$ cat src/sv/rxrb_pkg.sv
// ----------------------------------------------------------------------------
// rxrb_pkg
// Shared types and constants for the receive ring buffer with frame drain.
// ----------------------------------------------------------------------------
package rxrb_pkg;

  // ring geometry
  localparam int DEPTH = 64;
  localparam int PTR_W = $clog2(DEPTH);
  localparam int CNT_W = $clog2(DEPTH + 1);

  // fixed field widths
  localparam int BYTE_W = 8;
  localparam int LEN_W  = 7;
  localparam int CFG_IDX_W = 1;

  // reset values of the terminator registers
  localparam logic [BYTE_W-1:0] TERM_FIRST_RST  = 8'hEE;
  localparam logic [BYTE_W-1:0] TERM_SECOND_RST = 8'hFF;

  // item kinds
  localparam logic KIND_STORE = 1'b0;
  localparam logic KIND_DRAIN = 1'b1;

  // configuration register indexes
  localparam logic [CFG_IDX_W-1:0] REG_TERM_FIRST  = 1'b0;
  localparam logic [CFG_IDX_W-1:0] REG_TERM_SECOND = 1'b1;

  typedef struct packed {
    logic              kind;
    logic [BYTE_W-1:0] rx_byte;
    logic              require_frame;
  } in_item_t;

  typedef struct packed {
    logic              [BYTE_W-1:0] out_byte;
    logic                           has_data;
    logic              [LEN_W-1:0]  drained_length;
    logic                           last;
    logic                           overflowed;
  } out_item_t;

  typedef enum logic {
    ST_IDLE,
    ST_DRAIN
  } state_t;

  // ring pointer advance with wrap
  function automatic logic [PTR_W-1:0] ptr_next(input logic [PTR_W-1:0] p);
    logic [PTR_W-1:0] r;
    if (p == PTR_W'(DEPTH - 1)) begin
      r = '0;
    end else begin
      r = p + PTR_W'(1);
    end
    return r;
  endfunction

endpackage

$ cat src/sv/rx_ring_buffer_frame_drain_core.sv
// ----------------------------------------------------------------------------
// rx_ring_buffer_frame_drain_core
// Receive ring buffer: stores bytes, drains all of them in arrival order on
// request, optionally only once the terminator pair has been stored.
//
//   channel | direction | handshake             | payload
//   --------+-----------+-----------------------+----------------------
//   in      | input     | in_valid / in_stall   | in_data  (in_item_t)
//   out     | output    | out_valid / out_stall | out_data (out_item_t)
//   cfg     | input     | cfg_valid / cfg_ready | cfg_index, cfg_data
//
// A drain of n bytes moves to the drain state at the transfer, then loads
// one result per cycle into the result register while the output is not
// stalled, paced by the registered read data of the byte RAM. An empty or
// refused drain loads its single result at the transfer edge.
// Reset clears pointers, count and flags; RAM contents are not cleared.
// Output stall holds the result register and the drain sequencer.
// ----------------------------------------------------------------------------
module rx_ring_buffer_frame_drain_core
  import rxrb_pkg::*;
(
  input  logic                 clk,
  input  logic                 rst_n,
  input  logic                 in_valid,
  output logic                 in_stall,
  input  in_item_t             in_data,
  output logic                 out_valid,
  input  logic                 out_stall,
  output out_item_t            out_data,
  input  logic                 cfg_valid,
  output logic                 cfg_ready,
  input  logic [CFG_IDX_W-1:0] cfg_index,
  input  logic [BYTE_W-1:0]    cfg_data
);

  state_t state_r, state_nxt;

  logic [PTR_W-1:0]  rd_ptr_r, rd_ptr_nxt;
  logic [PTR_W-1:0]  wr_ptr_r, wr_ptr_nxt;
  logic [CNT_W-1:0]  count_r, count_nxt;
  logic [CNT_W-1:0]  remain_r, remain_nxt;
  logic [CNT_W-1:0]  len_r, len_nxt;
  logic              seen_r, seen_nxt;
  logic              ovf_r, ovf_nxt;
  logic              ovf_snap_r, ovf_snap_nxt;
  logic [BYTE_W-1:0] last_byte_r, last_byte_nxt;
  logic [BYTE_W-1:0] term_first_r, term_second_r;

  logic              out_valid_r, out_valid_nxt;
  out_item_t         out_data_r, out_data_nxt;

  logic              in_xfer;
  logic              out_free;
  logic              ram_wr_en;
  logic [PTR_W-1:0]  ram_rd_addr;
  logic [BYTE_W-1:0] ram_rd_data;

  // byte store
  rxrb_ram #(
    .WIDTH (BYTE_W),
    .DEPTH (DEPTH)
  ) u_store (
    .clk     (clk),
    .wr_en   (ram_wr_en),
    .wr_addr (wr_ptr_r),
    .wr_data (in_data.rx_byte),
    .rd_addr (ram_rd_addr),
    .rd_data (ram_rd_data)
  );

  // handshakes
  assign out_free  = !out_valid_r || !out_stall;
  assign in_stall  = (state_r != ST_IDLE) || !out_free;
  assign in_xfer   = in_valid && !in_stall;
  assign cfg_ready = 1'b1;
  assign out_valid = out_valid_r;
  assign out_data  = out_data_r;

  // terminator registers
  always_ff @(posedge clk) begin
    if (!rst_n) begin
      term_first_r  <= TERM_FIRST_RST;
      term_second_r <= TERM_SECOND_RST;
    end else if (cfg_valid && cfg_ready) begin
      case (cfg_index)
        REG_TERM_FIRST:  term_first_r  <= cfg_data;
        REG_TERM_SECOND: term_second_r <= cfg_data;
        default: ;
      endcase
    end
  end

  // state and output registers
  always_ff @(posedge clk) begin
    if (!rst_n) begin
      state_r     <= ST_IDLE;
      rd_ptr_r    <= '0;
      wr_ptr_r    <= '0;
      count_r     <= '0;
      remain_r    <= '0;
      seen_r      <= 1'b0;
      ovf_r       <= 1'b0;
      out_valid_r <= 1'b0;
    end else begin
      state_r     <= state_nxt;
      rd_ptr_r    <= rd_ptr_nxt;
      wr_ptr_r    <= wr_ptr_nxt;
      count_r     <= count_nxt;
      remain_r    <= remain_nxt;
      seen_r      <= seen_nxt;
      ovf_r       <= ovf_nxt;
      out_valid_r <= out_valid_nxt;
    end
  end

  // payload registers
  always_ff @(posedge clk) begin
    len_r       <= len_nxt;
    ovf_snap_r  <= ovf_snap_nxt;
    last_byte_r <= last_byte_nxt;
    out_data_r  <= out_data_nxt;
  end

  // next state, ring update and drain sequencing
  always_comb begin
    state_nxt     = state_r;
    rd_ptr_nxt    = rd_ptr_r;
    wr_ptr_nxt    = wr_ptr_r;
    count_nxt     = count_r;
    remain_nxt    = remain_r;
    len_nxt       = len_r;
    seen_nxt      = seen_r;
    ovf_nxt       = ovf_r;
    ovf_snap_nxt  = ovf_snap_r;
    last_byte_nxt = last_byte_r;
    out_data_nxt  = out_data_r;
    out_valid_nxt = out_valid_r && out_stall;
    ram_wr_en     = 1'b0;

    case (state_r)
      ST_IDLE: begin
        if (in_xfer) begin
          if (in_data.kind == KIND_STORE) begin
            // store a byte, or drop it when full
            if (count_r == CNT_W'(DEPTH)) begin
              ovf_nxt = 1'b1;
            end else begin
              if (count_r != '0 && in_data.rx_byte == term_second_r &&
                  last_byte_r == term_first_r) begin
                seen_nxt = 1'b1;
              end
              ram_wr_en     = 1'b1;
              last_byte_nxt = in_data.rx_byte;
              wr_ptr_nxt    = ptr_next(wr_ptr_r);
              count_nxt     = count_r + CNT_W'(1);
            end
          end else if (count_r == '0 || (in_data.require_frame && !seen_r)) begin
            // empty or refused drain: single marker result
            out_valid_nxt               = 1'b1;
            out_data_nxt.out_byte       = '0;
            out_data_nxt.has_data       = 1'b0;
            out_data_nxt.drained_length = '0;
            out_data_nxt.last           = 1'b1;
            out_data_nxt.overflowed     = ovf_r;
          end else begin
            // start a drain of the whole ring
            len_nxt      = count_r;
            remain_nxt   = count_r;
            ovf_snap_nxt = ovf_r;
            count_nxt    = '0;
            seen_nxt     = 1'b0;
            ovf_nxt      = 1'b0;
            state_nxt    = ST_DRAIN;
          end
        end
      end
      ST_DRAIN: begin
        // RAM output holds the entry at rd_ptr_r
        if (out_free) begin
          out_valid_nxt               = 1'b1;
          out_data_nxt.out_byte       = ram_rd_data;
          out_data_nxt.has_data       = 1'b1;
          out_data_nxt.drained_length = LEN_W'(len_r);
          out_data_nxt.last           = (remain_r == CNT_W'(1));
          out_data_nxt.overflowed     = ovf_snap_r;
          rd_ptr_nxt                  = ptr_next(rd_ptr_r);
          remain_nxt                  = remain_r - CNT_W'(1);
          if (remain_r == CNT_W'(1)) begin
            state_nxt = ST_IDLE;
          end
        end
      end
      default: begin
        state_nxt = ST_IDLE;
      end
    endcase

    // read ahead at the pointer for the next cycle
    ram_rd_addr = rd_ptr_nxt;
  end

endmodule

$ cat src/sv/rxrb_ram.sv
// ----------------------------------------------------------------------------
// rxrb_ram
// Generic single-write, single-read RAM with registered read data.
// ----------------------------------------------------------------------------
module rxrb_ram #(
  parameter int WIDTH = 8,
  parameter int DEPTH = 64
) (
  input  logic                     clk,
  input  logic                     wr_en,
  input  logic [$clog2(DEPTH)-1:0] wr_addr,
  input  logic [WIDTH-1:0]         wr_data,
  input  logic [$clog2(DEPTH)-1:0] rd_addr,
  output logic [WIDTH-1:0]         rd_data
);

  logic [WIDTH-1:0] mem [DEPTH];

  // write port
  always_ff @(posedge clk) begin
    if (wr_en) begin
      mem[wr_addr] <= wr_data;
    end
  end

  // registered read port
  always_ff @(posedge clk) begin
    rd_data <= mem[rd_addr];
  end

endmodule
$ cat config.mk
export PLATFORM = sky130hd
export DESIGN_NAME = rx_ring_buffer_frame_drain_core
export DESIGN_NICKNAME = d
export VERILOG_FILES = /design/src/sv/rxrb_pkg.sv /design/src/sv/rx_ring_buffer_frame_drain_core.sv /design/src/sv/rxrb_ram.sv
export SDC_FILE = /design/constraint.sdc
export NUM_CORES = 1
export LEC_CHECK = 0
export ABC_AREA = 0
export BUFFER_PORTS_ARGS = -buffer_cell sky130_fd_sc_hd__buf_2
export CELL_PAD_IN_SITES_DETAIL_PLACEMENT = 2
export CELL_PAD_IN_SITES_GLOBAL_PLACEMENT = 2
export CORE_ASPECT_RATIO = 0.7
export CORE_MARGIN = 5
export CORE_UTILIZATION = 35
export DETAILED_ROUTE_END_ITERATION = 8
export PLACE_DENSITY_LB_ADDON = 0.2
export SETUP_SLACK_MARGIN = 0.1
export SLEW_MARGIN = 20
export SYNTH_ARGS = -nofsm -noshare
export SYNTH_HDL_FRONTEND = slang
export SYNTH_SLANG_ARGS = --single-unit
$ cat constraint.sdc
create_clock -name clk -period 3.5 [get_ports clk]
set_input_delay 0 -clock clk [delete_from_list [all_inputs] [get_ports clk]]
set_output_delay 0 -clock clk [all_outputs]
set_load 0.005 [all_outputs]
==> impl_metrics.yaml, run 1 <==
timing:
  final_hold_viol_count: 0
  rsz0062_at_grt: "yes"
  worst_slew_pin_slew_ns: 0.975
  drv_slew: 0
  min_period_over_period_pct: 97.5
  setup_viol: 0
  max_freq_ghz: 0.293
  worst_slew_margin_rel_pct: 35.0
  clock-skew-final_ns: 0.0378
  timing.final.ws_setup_ns: 0.0890
  fin_hold_ws_ns: 0.00948
  finalCriticalPeriod_ns: 3.41
floorplan:
  dieArea_um2: 79300
  rows: 83
  core-area_um2: 73200
  io_pins: 45
  start_util_pct: 35.2
  chipHeight_um: 237
  fp.dieW_um: 335
synthesis:
  synthCells: 2024
  syn_nets: 2054
  syn_avg_cell_area_um2: 12.7
  ys_ff_latch: 600
  ys.warnings.count: 0
  async_reset_ff_share_pct: 0
  synth_area_um2: 25800
  synth_ff_type: "edfxtp_1"
  seq_area_frac_synth_pct: 67.7
  yosys.cell_types.count: 64
  synth_edf_count: 546
  synth_top_area_share_pct: 63.5
  synth.area.top_cells: "edfxtp_1 (64%), nand2_1 (5.7%), dfxtp_1 (4.2%)"
  synth.largest_area_cell: "edfxtp_1"
placement:
  dp.cells: 3065
  routabilityCongestion: 0.853
  buffer_ports.inserted: 43
  post-place-ws_ns: -0.0381
  dp_hpwl_um: 59600
  place_area_um2: 28000
route:
  num_vias: 18200
  drc: 0
  firstDrtPassIters: 5
  drt-initial-drc-count: 1557
  wirelength_um: 91200
  wire_per_inst_um: 28.4
  ant_nets: 0
  vias_per_cell: 5.67
critical_path:
  crit_family: "compound AO/OA/AOI/OAI gates"
  crit_type: "register to register"
  worstPathArrival_ns: 3.95
  cp.buffers_inverters: 3
  critPathLaunch: "rd_ptr_r[0]"
  slowest_delay_ns: 0.45
  crit_fanout: 17
  critPathCaptureType: "register"
  start_kind: "register"
  worstPathRequired_ns: 4.04
  cp_cell_sequence: "ha_2, inv_2, or3_1, buf_4, and2_2, and2_1, buf_4, a32oi_1, o31ai_2, a31oi_2, o41ai_2"
  reg2reg_from: "rd_ptr_r[0]"
  crit_slowest_cell: "dfxtp_4"
  critPathMostFrequentCell: "buf_4"
clock_network:
  cts.sinks: 600
  path_clk_slew_ns: 0.07
  clockRootBuffer: "clkbuf_16"
  numCtsBuffers: 60
  clock_path_buffers: 3
  clk_latency_ns: 0.67
  cts_tree: "built"
  htreeDepth: 2
pwr:
  ir_worst_vdd_mv: 0.391
  p_sw_mw: 3.34
  pwr-share-seq_pct: 52.8
  switching_share_pct: 22.4
  combPwrFrac_pct: 4.3
  clockPowerShare_pct: 42.8
  pwr_density_cell_nw_per_um2: 493
  internal_power_mw: 11.6
  p_leak_nw: 10.3
status:
  status: "completed"
cells_and_area:
  syn_to_final_growth_pct: 17.6
  multiInputGateArea_um2: 7790
  ff_latch_area_um2: 17500
  stdcell_area_um2: 30400
  fin_nets: 2221
  instances_no_fill: 3210
  drive_gt1_share_pct: 17.8
  diodes: 0
  fill_cells: 7386
global_routing:
  grt_max_degree: 103
  grt_pass1_wl_um: 133000
  track_usage_pct: 22.5
  grt_pass1_vias: 19300
  antenna_found_initial: 8
  grt.overflow.total: 0
job:
  max_cap_viol_count: 0
hold_path:
  hold_path_class: "primary input to register"
  hp-start: "in_data[2]"
## power by group through the flow
stage                     clock, mW  combinational (mW)  sequential (mW)
after floorplan                   0               0.281             8.03
after global placement            0               0.587             8.05
after detailed placement          0               0.609             8.05
after CTS                      6.56               0.639             7.90
after global routing           6.89               0.699             7.90
final                          6.40               0.650             7.90
## cells by family (layout without fill, tap and decap cells)
kind of cell	after synthesis	count (layout)	share of synthesized area [%]
xor+xnor	26	26	0.883
buf+inv	149	357	2.58
compound gates	425	426	11.0
simple gates	703	703	11.8
mux	114	114	5.66
flops	600	600	67.7
other cells	1	1	0.0145
fa+ha+maj	6	6	0.291
## Yosys cell counts, types with 32 or more instances
library cell / instances
nand3_1: 59
edfxtp_1: 546
a22oi_1: 52
a21oi_1: 130
nor2_1: 114
nand2_1: 390
dfxtp_1: 54
mux2i_1: 59
clkbuf_1: 76
a31oi_1: 38
o21ai_0: 38
mux2_2: 32
## per-stage QoR
stage                     utilization (%)  total power, mW  setup TNS [ns]
final                                41.5             15.0               0
after global placement               38.2             8.64               0
after detailed placement             38.2             8.66         -0.0381
after global routing                 41.5             15.5               0
after floorplan                         -             8.31               0
after CTS                            41.2             15.1               0
## final cells by class
type / instances / area share, %
clock buffers: 69 / 5.13
repair buffers: 242 / 6.36
inverters: 11 / 0.136
flip-flops and latches: 600 / 57.6
multi-input cells: 1276 / 25.7
well taps: 977 / 4.03
clock inverters: 35 / 1.08
## worst reg2reg max path, stage by stage, from the launching register on
cell and delay, ns:
dfxtp_4 0.45, ha_2 0.27, inv_2 0.10, or3_1 0.41
buf_4 0.22, and2_2 0.37, and2_1 0.23, buf_4 0.18
a32oi_1 0.38, o31ai_2 0.22, a31oi_2 0.32, o41ai_2 0.13
## per-layer routing
layer	global-route usage, %	wire [µm]
met1	33.6	43400
met2	34.0	40000
met3	4.69	6200
met4	4.62	1570
met5	0	38
## flip-flops by register name (all words and copies together), names as in the netlist, 6 cells and up
name             flops
rd_ptr_r             6
u_store.mem        512
remain_r             7
term_second_r        8
count_r              7
u_store.rd_data      8
last_byte_r          8
term_first_r         8
wr_ptr_r             6
len_r                7
out_data            18
## cell usage in the layout, fill, tap and decap left out, drive strengths merged, types with 11 or more instances in the layout
| master | Yosys | layout |
|---|---|---|
| a211oi | 21 | 21 |
| a21oi | 130 | 130 |
| a221oi | 17 | 17 |
| a22oi | 52 | 52 |
| a311oi | 14 | 14 |
| a31oi | 38 | 38 |
| a32oi | 22 | 22 |
| and2 | 31 | 31 |
| and3 | 24 | 24 |
| buf | 62 | 211 |
| clkbuf | 76 | 70 |
| clkinv | 0 | 28 |
| dfxtp | 54 | 54 |
| dlygate4sd3 | 0 | 30 |
| edfxtp | 546 | 546 |
| inv | 11 | 13 |
| mux2 | 33 | 33 |
| mux2i | 60 | 60 |
| mux4 | 21 | 21 |
| nand2 | 392 | 392 |
| nand3 | 59 | 59 |
| nor2 | 114 | 114 |
| nor3 | 29 | 29 |
| o21ai | 50 | 51 |
| o22ai | 30 | 30 |
| or3 | 11 | 11 |
| xor2 | 18 | 18 |
## worst paths after layout
path                             end  slack (ns)  depth (start not counted)
hold / removal    u_store.mem[11][1]       0.009                          2
hold reg to reg      term_first_r[4]        0.49                          2
setup reg to reg  u_store.rd_data[0]        0.09                         11
setup / recovery  u_store.rd_data[0]        0.09                         11
## timing repair
action | 4_1_cts | 5_1_grt
hold endpoints to repair | 49 | 0
cloned | 0 | 2
pin swaps | 0 | 3
setup buffers | 0 | 9
endpoints found under the setup margin | 3 | 17
hold buffers | 30 | 0
resized for setup | 3 | 11
Note: power is estimated with default switching activity, not from simulation.
==> run 2: changes to the inputs <==
--- a/config.mk
+++ b/config.mk
@@ -5,7 +5,7 @@
 export SDC_FILE = /design/constraint.sdc
 export NUM_CORES = 1
 export LEC_CHECK = 0
-export ABC_AREA = 0
+export ABC_AREA = 1
 export BUFFER_PORTS_ARGS = -buffer_cell sky130_fd_sc_hd__buf_2
 export CELL_PAD_IN_SITES_DETAIL_PLACEMENT = 2
 export CELL_PAD_IN_SITES_GLOBAL_PLACEMENT = 2
==> constraint.sdc (replaced) <==
create_clock -name clk -period 4.3 [get_ports clk]
set_input_delay 0 -clock clk [delete_from_list [all_inputs] [get_ports clk]]
set_output_delay 0 -clock clk [all_outputs]
set_load 0.005 [all_outputs]
==> impl_metrics.yaml, run 2 <==
critical_path:
  crit_fanout: 160
  worstPathRequired_ns: 4.83
  critPathCaptureType: "register"
  crit_type: "register to register"
  start_kind: "register"
  worstPathArrival_ns: 4.27
timing:
  rsz0062_at_grt: "no"
  max_freq_ghz: 0.267
  fin_setup_tns_ns: 0
  drv_slew: 0
  final_hold_viol_count: 0
  min_period_over_period_pct: 87.1
  worst_slew_margin_rel_pct: 33.4
  finalCriticalPeriod_ns: 3.74
  clock-skew-final_ns: 0.0146
  worst_slew_pin_slew_ns: 0.996
  setup_viol: 0
synthesis:
  syn_avg_cell_area_um2: 10.7
  synth_area_um2: 26500
  synth_ff_type: "edfxtp_1"
  synth.area.top_cells: "edfxtp_1 (62%), nand3_1 (11%), nand2_1 (5.9%)"
  async_reset_ff_share_pct: 0
  yosys.cell_types.count: 39
  ys_ff_latch: 600
  seq_area_frac_synth_pct: 66.0
  synthTopCellsByCount: "nand3_1 (562), edfxtp_1 (546), nand2_1 (414)"
  synthCells: 2473
  synth_top_area_share_pct: 61.9
  synth_edf_count: 546
  synth_most_common_cell: "nand3_1"
  synth.largest_area_cell: "edfxtp_1"
  syn_nets: 2503
  ys.warnings.count: 0
floorplan:
  rows: 84
  fp.dieW_um: 339
  io_pins: 45
  start_util_pct: 35.3
  chipHeight_um: 240
  core-area_um2: 75000
  dieArea_um2: 81300
cells_and_area:
  top_register: "u_store.mem"
  fin_nets: 2547
  syn_to_final_growth_pct: 12.8
  diodes: 0
  layout_common_cells: "nand3_1 (562), edfxtp_1 (546), nand2_1 (413)"
  final_common_cell: "nand3_1"
  drive_gt1_share_pct: 7.56
  fin_util_pct: 39.8
  largest_register_ffs: 512
global_routing:
  grt_pass1_wl_um: 134000
  grt_max_degree: 161
  grt_pass1_vias: 20100
  grt.overflow.total: 0
  track_usage_pct: 21.9
  antenna_found_initial: 3
pwr:
  p_leak_nw: 11.4
  power_mw: 12.7
  pwr_density_cell_nw_per_um2: 424
  ir_worst_vdd_mv: 0.302
placement:
  buffer_ports.inserted: 43
  routabilityCongestion: 0.815
  dp_hpwl_um: 55200
route:
  vias_per_cell: 5.30
  firstDrtPassIters: 5
  ant_nets: 0
  drc: 0
  wire_per_inst_um: 25.4
  wirelength_um: 90400
  drt-initial-drc-count: 1645
  num_vias: 18900
clock_network:
  numCtsBuffers: 60
  cts.sinks: 600
  clk_latency_ns: 0.63
  htreeDepth: 2
  clockRootBuffer: "clkbuf_16"
  clock_path_buffers: 3
  cts_tree: "built"
  path_clk_slew_ns: 0.07
  postCtsSetupRepairBufs: 0
hold_path:
  hold_path_class: "primary input to register"
status:
  status: "completed"
job:
  max_cap_viol_count: 0
run 2: cell count changes in the layout (fill, tap and decap cells not counted), moves of 51 or more:
cell and delta:
buf_4 -114, nand3b_1 +172, a21oi_1 -112, mux2i_1 -59, nand3_1 +503, inv_1 +353
a22oi_1 -51
run 2: layer usage:
metal	track usage, %	routed length (µm)	vias to the layer above
li1	-	-	8467
met1	31.9	43200	9879
met2	34.6	40600	390
met3	3.80	4760	113
met4	5.01	1860	2
met5	0	12	-
run 2: area by class of cell:
| class | count | area (µm²) |
|---|---|---|
| Sequential cell | 600 | 17500 |
| Timing Repair Buffer | 120 | 928 |
| Clock buffer | 92 | 1730 |
| Tap cell | 989 | 1240 |
| Inverter | 372 | 1400 |
| Fill cell | 7893 | 45200 |
| Multi-Input combinational cell | 1363 | 6870 |
| Clock inverter | 20 | 223 |
run 2: report_power, final:
part           switching, mW  internal (mW)
Combinational          0.620          0.217
Clock                   2.31           3.06
Sequential            0.0396           6.42
Total                   2.97           9.69
run 2: path summary, 6_finish.rpt:
path / endpoint / from / cells past startpoint / slack, ns
max: u_store.rd_data[3] / state_r / 13 / 0.56
min: u_store.mem[26][5] / in_data[6] / 1 / 0.02
max reg2reg: u_store.rd_data[3] / state_r / 13 / 0.56
min reg2reg: len_r[5] / count_r[5] / 0 / 0.44
run 2: stage by stage:
stage / area, µm² / worst slack, ns / cells / hold WS, ns
3_5_place_dp: 27600 / 0.611 / 3415 / 0.237
3_3_place_gp: 27600 / 0.629 / 3415 / 0.223
6_report: 29900 / 0.555 / 3556 / 0.0230
4_1_cts: 29900 / 0.604 / 3556 / 0.00716
5_1_grt: 29900 / 0.392 / 3556 / 0.00976
2_1_floorplan: 26500 / 1.77 / 2473 / 0.0989
run 2: logic make-up (layout without fill, tap and decap cells):
family          Yosys count  after routing  share of synthesized area (%)
compound gates           52             52                           1.08
xor+xnor                 19             19                          0.657
fa+ha+maj                 6              6                          0.284
buf+inv                 510            604                           8.21
flops                   600            600                           66.0
other cells               1              1                         0.0142
simple gates           1285           1285                           23.7
run 2: critical path: stages, from the launching register on:
cell	delay, ns
dfxtp_1	0.33
buf_4	0.32
nand2_4	0.17
nor2_2	0.23
nand2_8	0.27
nand2_8	0.36
buf_12	0.50
nand2_1	0.12
nand3_1	0.21
nand3_1	0.23
nand3_1	0.22
nand3_1	0.11
nand3_1	0.13
nand2_1	0.07
run 2: timing repair:
| action | in CTS | in global routing |
|---|---|---|
| endpoints found under the hold margin | 107 | 0 |
| hold buffers | 29 | 0 |
| gates resized for setup | 0 | 0 |
==> run 3: changes to the inputs <==
--- a/config.mk
+++ b/config.mk
@@ -5,7 +5,7 @@
 export SDC_FILE = /design/constraint.sdc
 export NUM_CORES = 1
 export LEC_CHECK = 0
-export ABC_AREA = 1
+export ABC_AREA = 0
 export BUFFER_PORTS_ARGS = -buffer_cell sky130_fd_sc_hd__buf_2
 export CELL_PAD_IN_SITES_DETAIL_PLACEMENT = 2
 export CELL_PAD_IN_SITES_GLOBAL_PLACEMENT = 2
==> impl_metrics.yaml, run 3 (synthesis gave the netlist of run 1 again) <==
critical_path:
  worstPathArrival_ns: 4.55
  start_kind: "register"
  crit_type: "register to register"
  critPathCaptureType: "register"
  worstPathRequired_ns: 4.82
  reg2reg_from: "rd_ptr_r[1]"
  crit_fanout: 63
  critPathLaunch: "rd_ptr_r[1]"
floorplan:
  core-area_um2: 73200
  rows: 83
  dieArea_um2: 79300
  chipHeight_um: 237
  fp.dieW_um: 335
  io_pins: 45
  start_util_pct: 35.2
timing:
  finalCriticalPeriod_ns: 4.03
  worst_slew_margin_rel_pct: 27.6
  clock-skew-final_ns: 0.0278
  setup_viol: 0
  final_hold_viol_count: 0
  rsz0062_at_grt: "no"
  drv_slew: 0
  max_freq_ghz: 0.248
  fin_setup_tns_ns: 0
  worst_slew_pin_slew_ns: 1.08
  fin_hold_ws_ns: 0.0245
  min_period_over_period_pct: 93.7
route:
  wire_per_inst_um: 29.2
  drc: 0
  drt-initial-drc-count: 1839
  ant_nets: 0
  wirelength_um: 92600
  vias_per_cell: 5.73
  num_vias: 18200
  firstDrtPassIters: 5
job:
  max_cap_viol_count: 0
status:
  status: "completed"
cells_and_area:
  ff_latch_area_um2: 17500
  layout_common_cells: "edfxtp_1 (546), nand2_1 (390), a21oi_1 (129)"
  largest_register_ffs: 512
  multiInputGateArea_um2: 7740
  diodes: 0
  fin_nets: 2177
  fill_cells: 7301
  top_register: "u_store.mem"
  final_common_cell: "edfxtp_1"
  drive_gt1_share_pct: 15.9
  syn_to_final_growth_pct: 16.8
  fin_util_pct: 41.2
clock_network:
  cts.sinks: 600
  path_clk_slew_ns: 0.07
  postCtsSetupRepairBufs: 0
  clockRootBuffer: "clkbuf_16"
  cts_tree: "built"
  htreeDepth: 2
  clock_path_buffers: 3
  clk_latency_ns: 0.66
  numCtsBuffers: 61
placement:
  dp_hpwl_um: 59700
  routabilityCongestion: 0.823
  buffer_ports.inserted: 43
global_routing:
  antenna_found_initial: 2
  track_usage_pct: 22.9
  grt_pass1_wl_um: 135000
  grt_max_degree: 155
  grt.overflow.total: 0
  grt_pass1_vias: 19200
hold_path:
  hp-start: "in_data[1]"
  hold_path_class: "primary input to register"
pwr:
  ir_worst_vdd_mv: 0.336
  pwr_density_cell_nw_per_um2: 419
  p_leak_nw: 10.1
## run 3: report_power, final
part	internal, mW	switching, mW
sequential	6.39	0.0340
combinational	0.159	0.359
clock	3.29	2.41
## run 3: area by class of cell
| type | count | area share, % |
|---|---|---|
| clock inverters | 35 | 1.44 |
| well taps | 977 | 4.06 |
| inverters | 11 | 0.137 |
| flip-flops and latches | 600 | 58.0 |
| repair buffers | 198 | 5.13 |
| clock buffers | 80 | 5.57 |
| multi-input cells | 1275 | 25.7 |
## run 3: worst max-delay path, cell delays in order (launching register included)
cell and delay, ns:
dfxtp_1 0.48, ha_1 0.45, nand3_1 0.22, o21ai_4 0.26, o21a_4 0.34, buf_12 0.35
mux4_2 0.57, a32oi_1 0.32, o31ai_1 0.25, a31oi_1 0.38, o41ai_2 0.13
## run 3: path summary, 6_finish.rpt
| path | endpoint | slack [ns] | depth (start not counted) |
|---|---|---|---|
| setup / recovery | u_store.rd_data[7] | 0.27 | 10 |
| hold / removal | u_store.mem[34][0] | 0.02 | 2 |
| setup reg to reg | u_store.rd_data[7] | 0.27 | 10 |
| hold reg to reg | term_first_r[0] | 0.49 | 2 |
## run 3: per-layer routing
| layer | part of all wire (%) | global-route usage (%) |
|---|---|---|
| met5 | 0.014 | 0 |
| met4 | 1.8 | 4.61 |
| met2 | 45 | 35.3 |
| met1 | 47 | 33.9 |
| met3 | 7.0 | 4.33 |
## run 3: timing repair
item | in CTS | in global routing
resized for setup | 0 | 2
setup endpoints to repair | 0 | 5
endpoints found under the hold margin | 32 | 0
hold buffers | 32 | 0
## run 3: metrics by stage
| step | std cells | instance area (µm²) | power (mW) | setup slack, ns |
|---|---|---|---|---|
| after floorplan | 2024 | 25800 | 6.76 | 1.27 |
| after global placement | 3029 | 27700 | 7.02 | 0.372 |
| after detailed placement | 3029 | 27700 | 7.05 | 0.219 |
| after CTS | 3176 | 30100 | 12.8 | 0.170 |
| after global routing | 3176 | 30100 | 13.1 | 0.142 |
| final | 3176 | 30100 | 12.6 | 0.270 |
